<file path="config.mk">
export PLATFORM = sky130hd
export DESIGN_NAME = motion_magnitude_swing_detector
export DESIGN_NICKNAME = d
export VERILOG_FILES = /design/src/rtl/core/mmsd_pkg.sv /design/src/rtl/core/motion_magnitude_swing_detector.sv
export SDC_FILE = /design/constraint.sdc
export NUM_CORES = 1
export LEC_CHECK = 0
export BUFFER_PORTS_ARGS = -buffer_cell sky130_fd_sc_hd__buf_2
export CAP_MARGIN = 20
export CORE_MARGIN = 2
export CORE_UTILIZATION = 60
export DETAILED_ROUTE_END_ITERATION = 10
export GPL_TIMING_DRIVEN = 0
export PLACE_DENSITY_LB_ADDON = 0.2
export SLEW_MARGIN = 20
export SYNTH_ARGS = -nofsm -noshare
export SYNTH_HDL_FRONTEND = slang
export SYNTH_SLANG_ARGS = --single-unit
</file>
<file path="constraint.sdc">
create_clock -name aclk -period 16 [get_ports aclk]
set_input_delay 3.2 -clock aclk [delete_from_list [all_inputs] [get_ports aclk]]
set_output_delay 3.2 -clock aclk [all_outputs]
set_load 0.01 [all_outputs]
</file>
<file path="src/rtl/core/mmsd_pkg.sv">
// Package for the motion magnitude swing detector.
// Holds the payload structs, sizing constants and the axis sign-extension helper.
// No dependencies.
`default_nettype none

package mmsd_pkg;

    localparam int SAMPLE_BITS = 16;

    localparam logic [16:0] LEVEL_ONE       = 17'd65536;
    localparam logic [16:0] SWING_LEVEL_RST = 17'd22938;   // 0.35 in Q0.16
    localparam logic [15:0] LOW_MARK_RST    = 16'hFFFF;
    localparam logic [15:0] HIGH_MARK_RST   = 16'h0000;
    localparam logic [15:0] SWING_TOTAL_MAX = 16'hFFFF;

    typedef struct packed {
        logic               cmd;
        logic signed [15:0] accel_x;
        logic signed [15:0] accel_y;
        logic signed [15:0] accel_z;
    } mmsd_in_t;

    typedef struct packed {
        logic [15:0] magnitude;
        logic [16:0] level;
        logic        swing_event;
        logic        in_swing;
        logic [15:0] total_swings;
    } mmsd_out_t;

    localparam logic CMD_CAL = 1'b0;
    localparam logic CMD_DET = 1'b1;

    // Keep the low SAMPLE_BITS bits and sign-extend from the top one.
    function automatic logic signed [15:0] sext_axis(input logic [15:0] raw);
        logic [15:0] up;
        begin
            up = raw << (16 - SAMPLE_BITS);
            sext_axis = $signed(up) >>> (16 - SAMPLE_BITS);
        end
    endfunction

endpackage

`default_nettype wire

</file>
<file path="src/rtl/core/motion_magnitude_swing_detector.sv">
// Motion magnitude swing detector, top level.
// Depends on mmsd_pkg (payload structs, constants, sign extension).
//
// Usage: one three-axis sample per transfer on s_valid/s_ready (s_data).
// cmd 0 widens the calibration range of magnitudes, cmd 1 maps the magnitude
// into that range as a Q0.16 level and runs the swing arm/fire logic.
// Exactly one result per sample leaves on m_valid/m_ready (m_data).
// cfg_we/cfg_wdata write the Q0.16 threshold; write only while idle.
// Steps: squaring on the shared multiplier, bit-pair square root, one range
// check, for detection samples inside the range restoring division through
// one shared subtractor, for all detection samples the swing update, and
// then the output load. s_ready is high only while the sequencer is idle.
// The result sits in an output register, so a new sample can be taken while
// it waits; if the receiver stalls, the following result holds in the final
// step until the output register frees up.
// Reset (aresetn low, synchronous) empties the output, clears the swing
// state, sets the calibration range to empty and the threshold to 0.35.
`default_nettype none

module motion_magnitude_swing_detector (
    input  wire logic                aclk,
    input  wire logic                aresetn,
    input  wire logic                s_valid,
    output      logic                s_ready,
    input  wire mmsd_pkg::mmsd_in_t  s_data,
    output      logic                m_valid,
    input  wire logic                m_ready,
    output      mmsd_pkg::mmsd_out_t m_data,
    input  wire logic                cfg_we,
    input  wire logic [16:0]         cfg_wdata
);
    import mmsd_pkg::*;

    localparam logic [2:0] ST_IDLE  = 3'd0;
    localparam logic [2:0] ST_SQ    = 3'd1;
    localparam logic [2:0] ST_ROOT  = 3'd2;
    localparam logic [2:0] ST_CLASS = 3'd3;
    localparam logic [2:0] ST_DIV   = 3'd4;
    localparam logic [2:0] ST_EVAL  = 3'd5;
    localparam logic [2:0] ST_DONE  = 3'd6;

    logic [2:0]  state_reg,   state_next;
    logic [3:0]  cnt_reg,     cnt_next;
    mmsd_in_t    in_reg,      in_next;
    logic [31:0] prod_reg,    prod_next;
    logic [31:0] sum_reg,     sum_next;     // sum of squares, shifted out by root steps
    logic [17:0] rrem_reg,    rrem_next;
    logic [15:0] root_reg,    root_next;    // magnitude once the root is done
    logic [15:0] drem_reg,    drem_next;
    logic [16:0] level_reg,   level_next;   // quotient shifts in here
    logic        event_reg,   event_next;
    logic [16:0] thr_reg,     thr_next;
    logic [15:0] low_reg,     low_next;
    logic [15:0] high_reg,    high_next;
    logic        active_reg,  active_next;
    logic [15:0] total_reg,   total_next;
    logic        m_valid_reg, m_valid_next;
    mmsd_out_t   m_data_reg,  m_data_next;

    logic signed [15:0] axis_sel;
    logic signed [31:0] sq;
    logic [19:0]        sub_a;
    logic [19:0]        sub_b;
    logic [20:0]        sub_diff;
    logic [15:0]        den;
    logic [1:0]         top2;
    logic               s_acc;
    logic               out_free;

    assign s_ready  = (state_reg == ST_IDLE);
    assign s_acc    = s_valid && s_ready;
    assign out_free = !m_valid_reg || m_ready;
    assign m_valid  = m_valid_reg;
    assign m_data   = m_data_reg;

    assign den  = high_reg - low_reg;
    assign top2 = sum_reg[31:30];

    // Shared multiplier: one axis squared per cycle.
    always_comb begin
        case (cnt_reg[1:0])
            2'd0:    axis_sel = sext_axis(in_reg.accel_x);
            2'd1:    axis_sel = sext_axis(in_reg.accel_y);
            2'd2:    axis_sel = sext_axis(in_reg.accel_z);
            default: axis_sel = '0;
        endcase
    end
    assign sq = axis_sel * axis_sel;

    // Shared subtractor: root trial, offset from the low mark, division trial.
    always_comb begin
        case (state_reg)
            ST_ROOT: begin
                sub_a = {rrem_reg, top2};
                sub_b = {2'b00, root_reg, 2'b01};
            end
            ST_CLASS: begin
                sub_a = {4'd0, root_reg};
                sub_b = {4'd0, low_reg};
            end
            ST_DIV: begin
                sub_a = {3'd0, drem_reg, 1'b0};
                sub_b = {4'd0, den};
            end
            default: begin
                sub_a = '0;
                sub_b = '0;
            end
        endcase
    end
    assign sub_diff = {1'b0, sub_a} - {1'b0, sub_b};

    always_comb begin
        state_next   = state_reg;
        cnt_next     = cnt_reg;
        in_next      = in_reg;
        prod_next    = prod_reg;
        sum_next     = sum_reg;
        rrem_next    = rrem_reg;
        root_next    = root_reg;
        drem_next    = drem_reg;
        level_next   = level_reg;
        event_next   = event_reg;
        thr_next     = cfg_we ? cfg_wdata : thr_reg;
        low_next     = low_reg;
        high_next    = high_reg;
        active_next  = active_reg;
        total_next   = total_reg;
        m_valid_next = m_valid_reg && !m_ready;
        m_data_next  = m_data_reg;

        case (state_reg)
            ST_IDLE: begin
                if (s_acc) begin
                    in_next    = s_data;
                    sum_next   = '0;
                    cnt_next   = '0;
                    level_next = '0;
                    event_next = 1'b0;
                    state_next = ST_SQ;
                end
            end
            ST_SQ: begin
                if (cnt_reg != 4'd0) begin
                    sum_next = sum_reg + prod_reg;
                end
                if (cnt_reg == 4'd3) begin
                    cnt_next   = '0;
                    rrem_next  = '0;
                    root_next  = '0;
                    state_next = ST_ROOT;
                end else begin
                    prod_next = $unsigned(sq);
                    cnt_next  = cnt_reg + 4'd1;
                end
            end
            ST_ROOT: begin
                if (!sub_diff[20]) begin
                    rrem_next = sub_diff[17:0];
                    root_next = {root_reg[14:0], 1'b1};
                end else begin
                    rrem_next = {rrem_reg[15:0], top2};
                    root_next = {root_reg[14:0], 1'b0};
                end
                sum_next = {sum_reg[29:0], 2'b00};
                cnt_next = cnt_reg + 4'd1;
                if (cnt_reg == 4'd15) begin
                    state_next = ST_CLASS;
                end
            end
            ST_CLASS: begin
                if (in_reg.cmd == CMD_CAL) begin
                    if (root_reg > high_reg) high_next = root_reg;
                    if (root_reg < low_reg)  low_next  = root_reg;
                    state_next = ST_DONE;
                end else if (high_reg <= low_reg) begin
                    state_next = ST_EVAL;   // uncalibrated: level stays 0
                end else if (root_reg <= low_reg) begin
                    state_next = ST_EVAL;
                end else if (root_reg >= high_reg) begin
                    level_next = LEVEL_ONE;
                    state_next = ST_EVAL;
                end else begin
                    drem_next  = sub_diff[15:0];
                    cnt_next   = '0;
                    state_next = ST_DIV;
                end
            end
            ST_DIV: begin
                if (!sub_diff[20]) begin
                    drem_next  = sub_diff[15:0];
                    level_next = {level_reg[15:0], 1'b1};
                end else begin
                    drem_next  = {drem_reg[14:0], 1'b0};
                    level_next = {level_reg[15:0], 1'b0};
                end
                cnt_next = cnt_reg + 4'd1;
                if (cnt_reg == 4'd15) begin
                    state_next = ST_EVAL;
                end
            end
            ST_EVAL: begin
                if (!active_reg && (level_reg > thr_reg)) begin
                    active_next = 1'b1;
                    event_next  = 1'b1;
                    if (total_reg != SWING_TOTAL_MAX) begin
                        total_next = total_reg + 16'd1;
                    end
                end
                if (level_reg < thr_reg) begin
                    active_next = 1'b0;
                end
                state_next = ST_DONE;
            end
            ST_DONE: begin
                if (out_free) begin
                    m_valid_next             = 1'b1;
                    m_data_next.magnitude    = root_reg;
                    m_data_next.level        = level_reg;
                    m_data_next.swing_event  = event_reg;
                    m_data_next.in_swing     = active_reg;
                    m_data_next.total_swings = total_reg;
                    state_next               = ST_IDLE;
                end
            end
            default: begin
                state_next = ST_IDLE;
            end
        endcase
    end

    always_ff @(posedge aclk) begin
        if (!aresetn) begin
            state_reg   <= ST_IDLE;
            cnt_reg     <= '0;
            event_reg   <= 1'b0;
            thr_reg     <= SWING_LEVEL_RST;
            low_reg     <= LOW_MARK_RST;
            high_reg    <= HIGH_MARK_RST;
            active_reg  <= 1'b0;
            total_reg   <= '0;
            m_valid_reg <= 1'b0;
        end else begin
            state_reg   <= state_next;
            cnt_reg     <= cnt_next;
            event_reg   <= event_next;
            thr_reg     <= thr_next;
            low_reg     <= low_next;
            high_reg    <= high_next;
            active_reg  <= active_next;
            total_reg   <= total_next;
            m_valid_reg <= m_valid_next;
        end
    end

    always_ff @(posedge aclk) begin
        in_reg     <= in_next;
        prod_reg   <= prod_next;
        sum_reg    <= sum_next;
        rrem_reg   <= rrem_next;
        root_reg   <= root_next;
        drem_reg   <= drem_next;
        level_reg  <= level_next;
        m_data_reg <= m_data_next;
    end

    // Level never exceeds 1.0 in Q0.16.
    a_level_range: assert property (@(posedge aclk) disable iff (!aresetn)
        m_valid |-> (m_data.level <= LEVEL_ONE))
        else $error("level above 1.0");

    // A firing sample always leaves the block in a swing.
    a_event_swing: assert property (@(posedge aclk) disable iff (!aresetn)
        (m_valid && m_data.swing_event) |-> m_data.in_swing)
        else $error("swing event without swing flag");

    // The sequencer is busy in the cycle after a sample transfer.
    a_busy_after_take: assert property (@(posedge aclk) disable iff (!aresetn)
        (s_valid && s_ready) |=> !s_ready)
        else $error("ready straight after a transfer");

    // Calibration samples never produce a level.
    a_cal_level: assert property (@(posedge aclk) disable iff (!aresetn)
        (state_reg == ST_DONE && in_reg.cmd == CMD_CAL) |-> (level_reg == '0))
        else $error("calibration sample with non-zero level");

endmodule

`default_nettype wire
</file>
# After elaboration in Yosys (flattened, before gate mapping)
# Index checks and enable logic that the tools add are counted.
# totals
ff_bits,306
inputBits,71
output_inout_bits,53
elab_cells,142
# classes
addsub,5
mul,1
order_cmp,7
n_eq_ne,23
muxes,48
bitwise,2
reduce_logical,32
# ops
op,n
16-bit two-way mux,6
32-bit case mux with 3 select lines,1
17-bit two-way mux,5
32-bit two-way mux,2
16-bit case mux with 2 select lines,2
20-bit case mux with 3 select lines,1
18-bit case mux with 3 select lines,1
17-bit case mux with 3 select lines,1
16-bit case mux with 3 select lines,1
18-bit two-way mux,2
18-bit case mux with 2 select lines,1
32-bit adder,1
16-bit <= comparator,2
16-bit by 16-bit multiplier with 32-bit output,1
4-bit two-way mux,6
"2-bit inequality test, second input constant",11
3-bit case mux with 7 select lines,1
20-bit by 20-bit subtractor with 21-bit output,1
17-bit greater-than comparator,1
17-bit less-than comparator,1
"16-bit by 1-bit adder with 16-bit output, second input constant",1
16-bit >= comparator,1
16-bit greater-than comparator,1
16-bit less-than comparator,1
30 further kinds,66

# Logic depth before layout (Yosys ltp)
# logic_depth
ltp_word,8
ltp_mapped,31
mapped_depth_nobuf,28

# Worst setup path after synthesis
# No wires, ideal clock.
# synth_path
kind,register to register
from,register cnt_reg[0]
to,register prod_reg[28] (data pin)
setup_time_ns,0.258
arrival_ns,7.152
t_required_ns,15.742
slack_ns,8.590
stages_incl_launch_ff,29
n_path_buf,2
synth_period_minus_slack_ns,7.410
cell_sequence,dfxtp_1 -> inv_1 -> ha_1 -> clkbuf_1 -> a222oi_1 -> or2_2 -> clkbuf_1 -> inv_1 -> nand2_1 -> inv_1 -> fa_1 -> inv_1 -> fa_1 -> fa_1 -> inv_1 -> fa_1 -> fa_1 -> inv_1 -> fa_1 -> inv_1 -> ha_1 -> and3_1 -> o2111ai_1 -> o21ai_0 -> a21oi_1 -> o311a_1 -> o41ai_1 -> a21oi_1 -> xnor2_1
# synth_via
elab_chain_len,3
elab_cells_between_ends,5
classes_between,mul (1); eq/ne (2); mux (1); reduce/logical (1)
# synth_lines
item,line_no,rtl
from (decl),motion_magnitude_swing_detector.sv:43,"logic [3:0] cnt_reg, cnt_next;"
from (signal assigned),motion_magnitude_swing_detector.sv:245,cnt_reg <= cnt_next;
2-bit == test (tied with other cells),motion_magnitude_swing_detector.sv:81,case (cnt_reg[1:0])
16-bit case mux with 3 select lines (*),motion_magnitude_swing_detector.sv:81,
16-bit by 16-bit multiplier with 32-bit output (*),motion_magnitude_swing_detector.sv:88,assign sq = axis_sel * axis_sel;
via sq[28],motion_magnitude_swing_detector.sv:61,logic signed [31:0] sq;
to (signal assigned),motion_magnitude_swing_detector.sv:258,prod_reg <= prod_next;
to (decl),motion_magnitude_swing_detector.sv:45,"logic [31:0] prod_reg, prod_next;"
# Mark *: on every way through the listed nets, which the timed path passes. The rest lies on a longest branch.
# A chain may end at the register's enable or synchronous reset.

# Worst setup path after layout
# layout_path
from,register cnt_reg[0]
to,register prod_reg[29] (data pin)
# The elaborated chain is that of the path after synthesis.

==> metrics.cfg <==
[cells_and_area]
largest_register_ffs = 51
layout.nets = 3123
drive_above_1_share_pct = 9.40
area_growth_pct = 10.5

[clock_tree]
cts_sinks = 305
clock_path_buffers = 3
postCtsSetupBuffers = 0
cts_buffers = 35
h-tree-depth = 2
cts_tree = built
root_buffer = clkbuf_16
holdBufCountCts = 0
path_clk_slew_ps = 60
cts.repair.resized = 0
insertion_delay_ps = 560

[critical_path]
setup.worst_path.end_class = register
cp_max_fo = 8
reg2reg_from = cnt_reg[0]
regToRegSetupSlack_ps = 6850
r2r_end = prod_reg[29]
crit_slowest_cell = a222oi_1
cp-start-kind = register
reg2reg_depth = 29
crit_path_max_incr_delay_ps = 780
critPathArrivalTime_ps = 9430
crit_type = reg2reg
cpMostUsedCell = inv_1
worst_ep_required_time_ps = 16280

[routing]
viasPerCell = 5.80
drtIter0Drc = 1407
firstDrtPassIters = 6
post_drt_wl_per_cell_um = 19.1
drc = 0
final_antenna_net_count = 0
num_vias = 18400
wl_um = 60500

[timing]
rsz0062_at_grt = false
finalCritPeriodShare_pct = 57.2
setup_viol = 0
layout_min_cycle_time_ps = 9150
fin_tns_setup_ps = 0
finalHoldViolations = 0
finClkSkew_ps = 18.4
maxSlewHeadroom_pct = 18.6
worst-slew-pin-transition_ps = 1220
fmax_mhz = 109
slew_viol_final = 0

[global_route]
grt_first_pass_wirelength_um = 99200
antenna_found_initial = 1
overflow = 0
first_global_vias = 19500
grt_max_degree = 32
grt_use_total_pct = 28.9

[floorplan]
initial_utilization_pct = 60.7
core_area_mm2 = 0.0408
die_area_mm2 = 0.0429
die_w_um = 207
die_h_um = 207
fp-row-count = 74
io_pins = 124

[logic_synthesis]
synth_area_mm2 = 0.0248
synthMuxAreaShare_pct = 2.50
ys_top_cells_by_count = inv_1, fa_1, edfxtp_1
synth_ff_type = edfxtp_1
synth.most_common_cell = inv_1
synthDominantCellAreaShare_pct = 27.9
async_flop_share_pct = 0
ys_seq_area_share_pct = 33.9
synth_cell_types = 79
synth_top_family_by_area = adder cells
synth_edf_count = 230
synth-compound-area-share_pct = 11.4
synthCells = 2438
yosys.area_share.simple_pct = 11.9
yosys.area.top_type = edfxtp_1
synth_fa_ha_area_share_pct = 29.5
synth_area_leaders = edfxtp_1, fa_1, ha_1, inv_1, dfxtp_1
synth-xor-area-share_pct = 3.50
yosys_warnings = 0
ys_ff_latch = 305
avgSynthCellArea_um2 = 10.2
syn_nets = 2951

[flow_run]
max_cap_viol_count = 0

[hold_path]
worstHoldStart = event_reg
worst_hold_path_type = reg2reg
min_to = m_data[17]
holdPathStages = 0

[outcome]
status = finished clean

[placement]
dp_hpwl_um = 48500
portBuffers = 122
gp_congestion = 0.959

## final cells by class
type / count / area (um^2)
repair buffers: 135 / 764
well taps: 532 / 666
inverters: 404 / 1520
plain buffers: 73 / 293
multi-input cells: 1656 / 14600
flip-flops and latches: 305 / 8410
fillers: 3181 / 13500
diodes: 1 / 2.50
clock buffers: 44 / 930
clock inverters: 20 / 203
## layout by cell type (no fill, tap or decap), types with 31 or more instances in the layout
cell type and count:
inv_1 401, fa_1 235, edfxtp_1 230, nand2_1 224
ha_1 207, nor2_1 167, buf_2 128, o21ai_0 102
a21oi_1 83, dfxtp_1 75, clkbuf_1 70, xnor2_1 62
nand3_1 45, a21o_1 44, and2_1 42, mux2i_1 40
xor2_1 37, clkbuf_16 35, nor3_1 32, o211ai_1 31
## routing by layer
metal	vias up	global-route usage, %	part of all wire [%]
met5	-	0	0
met4	0	12.4	4.3
met3	172	4.06	4.9
met2	555	52.4	52
met1	9087	34.4	39
li1	8585	-	-
## worst max-delay path by stage
stage	start	end	slack, ps	depth (start not counted)
3_3_place_gp	cnt_reg[0]	prod_reg[29]	6880	28
4_1_cts	cnt_reg[0]	prod_reg[29]	7040	29
5_1_grt	cnt_reg[0]	prod_reg[29]	6480	29
2_1_floorplan	cnt_reg[0]	prod_reg[28]	8590	28
3_5_place_dp	cnt_reg[0]	prod_reg[29]	7100	29
6_report	cnt_reg[0]	prod_reg[29]	6850	29
## worst max-delay path: cells and delay by family, from the launching register on
kind                       cells  cell delay, ps
AOI/OAI and AO/OA              6            2450
xor gates and xnor gates       1             130
adders and majority gates      8            3570
buffers and inverters         10            1630
DFF                            1             430
and+or+nand+nor                4             690
## stage by stage
step | hold WS, ps | cells | util, % | cell area, um^2 | setup slack, ps
finish | 433 | 3170 | 67.1 | 27400 | 6850
global route | 452 | 3170 | 67.1 | 27400 | 6480
CTS | 437 | 3169 | 67.1 | 27400 | 7040
detailed placement | 423 | 3105 | 64.3 | 26200 | 7100
global placement | 417 | 3092 | 63.8 | 26000 | 6880
floorplan | 409 | 2438 | - | 24800 | 8590
## cells by family (layout without fill, tap and decap cells)
logic type               Yosys count  after routing
flip-flops                       305            305
XOR/XNOR                          99             99
other                              0              1
multiplexers                      57             57
adder cells (fa/ha/maj)          442            442
AO/OA/AOI/OAI                    420            420
AND/OR/NAND/NOR                  638            638
buffers and inverters            477            676
Power is not shown: default switching activity piles up to over one toggle a cycle in this logic, so the estimate is an artifact.
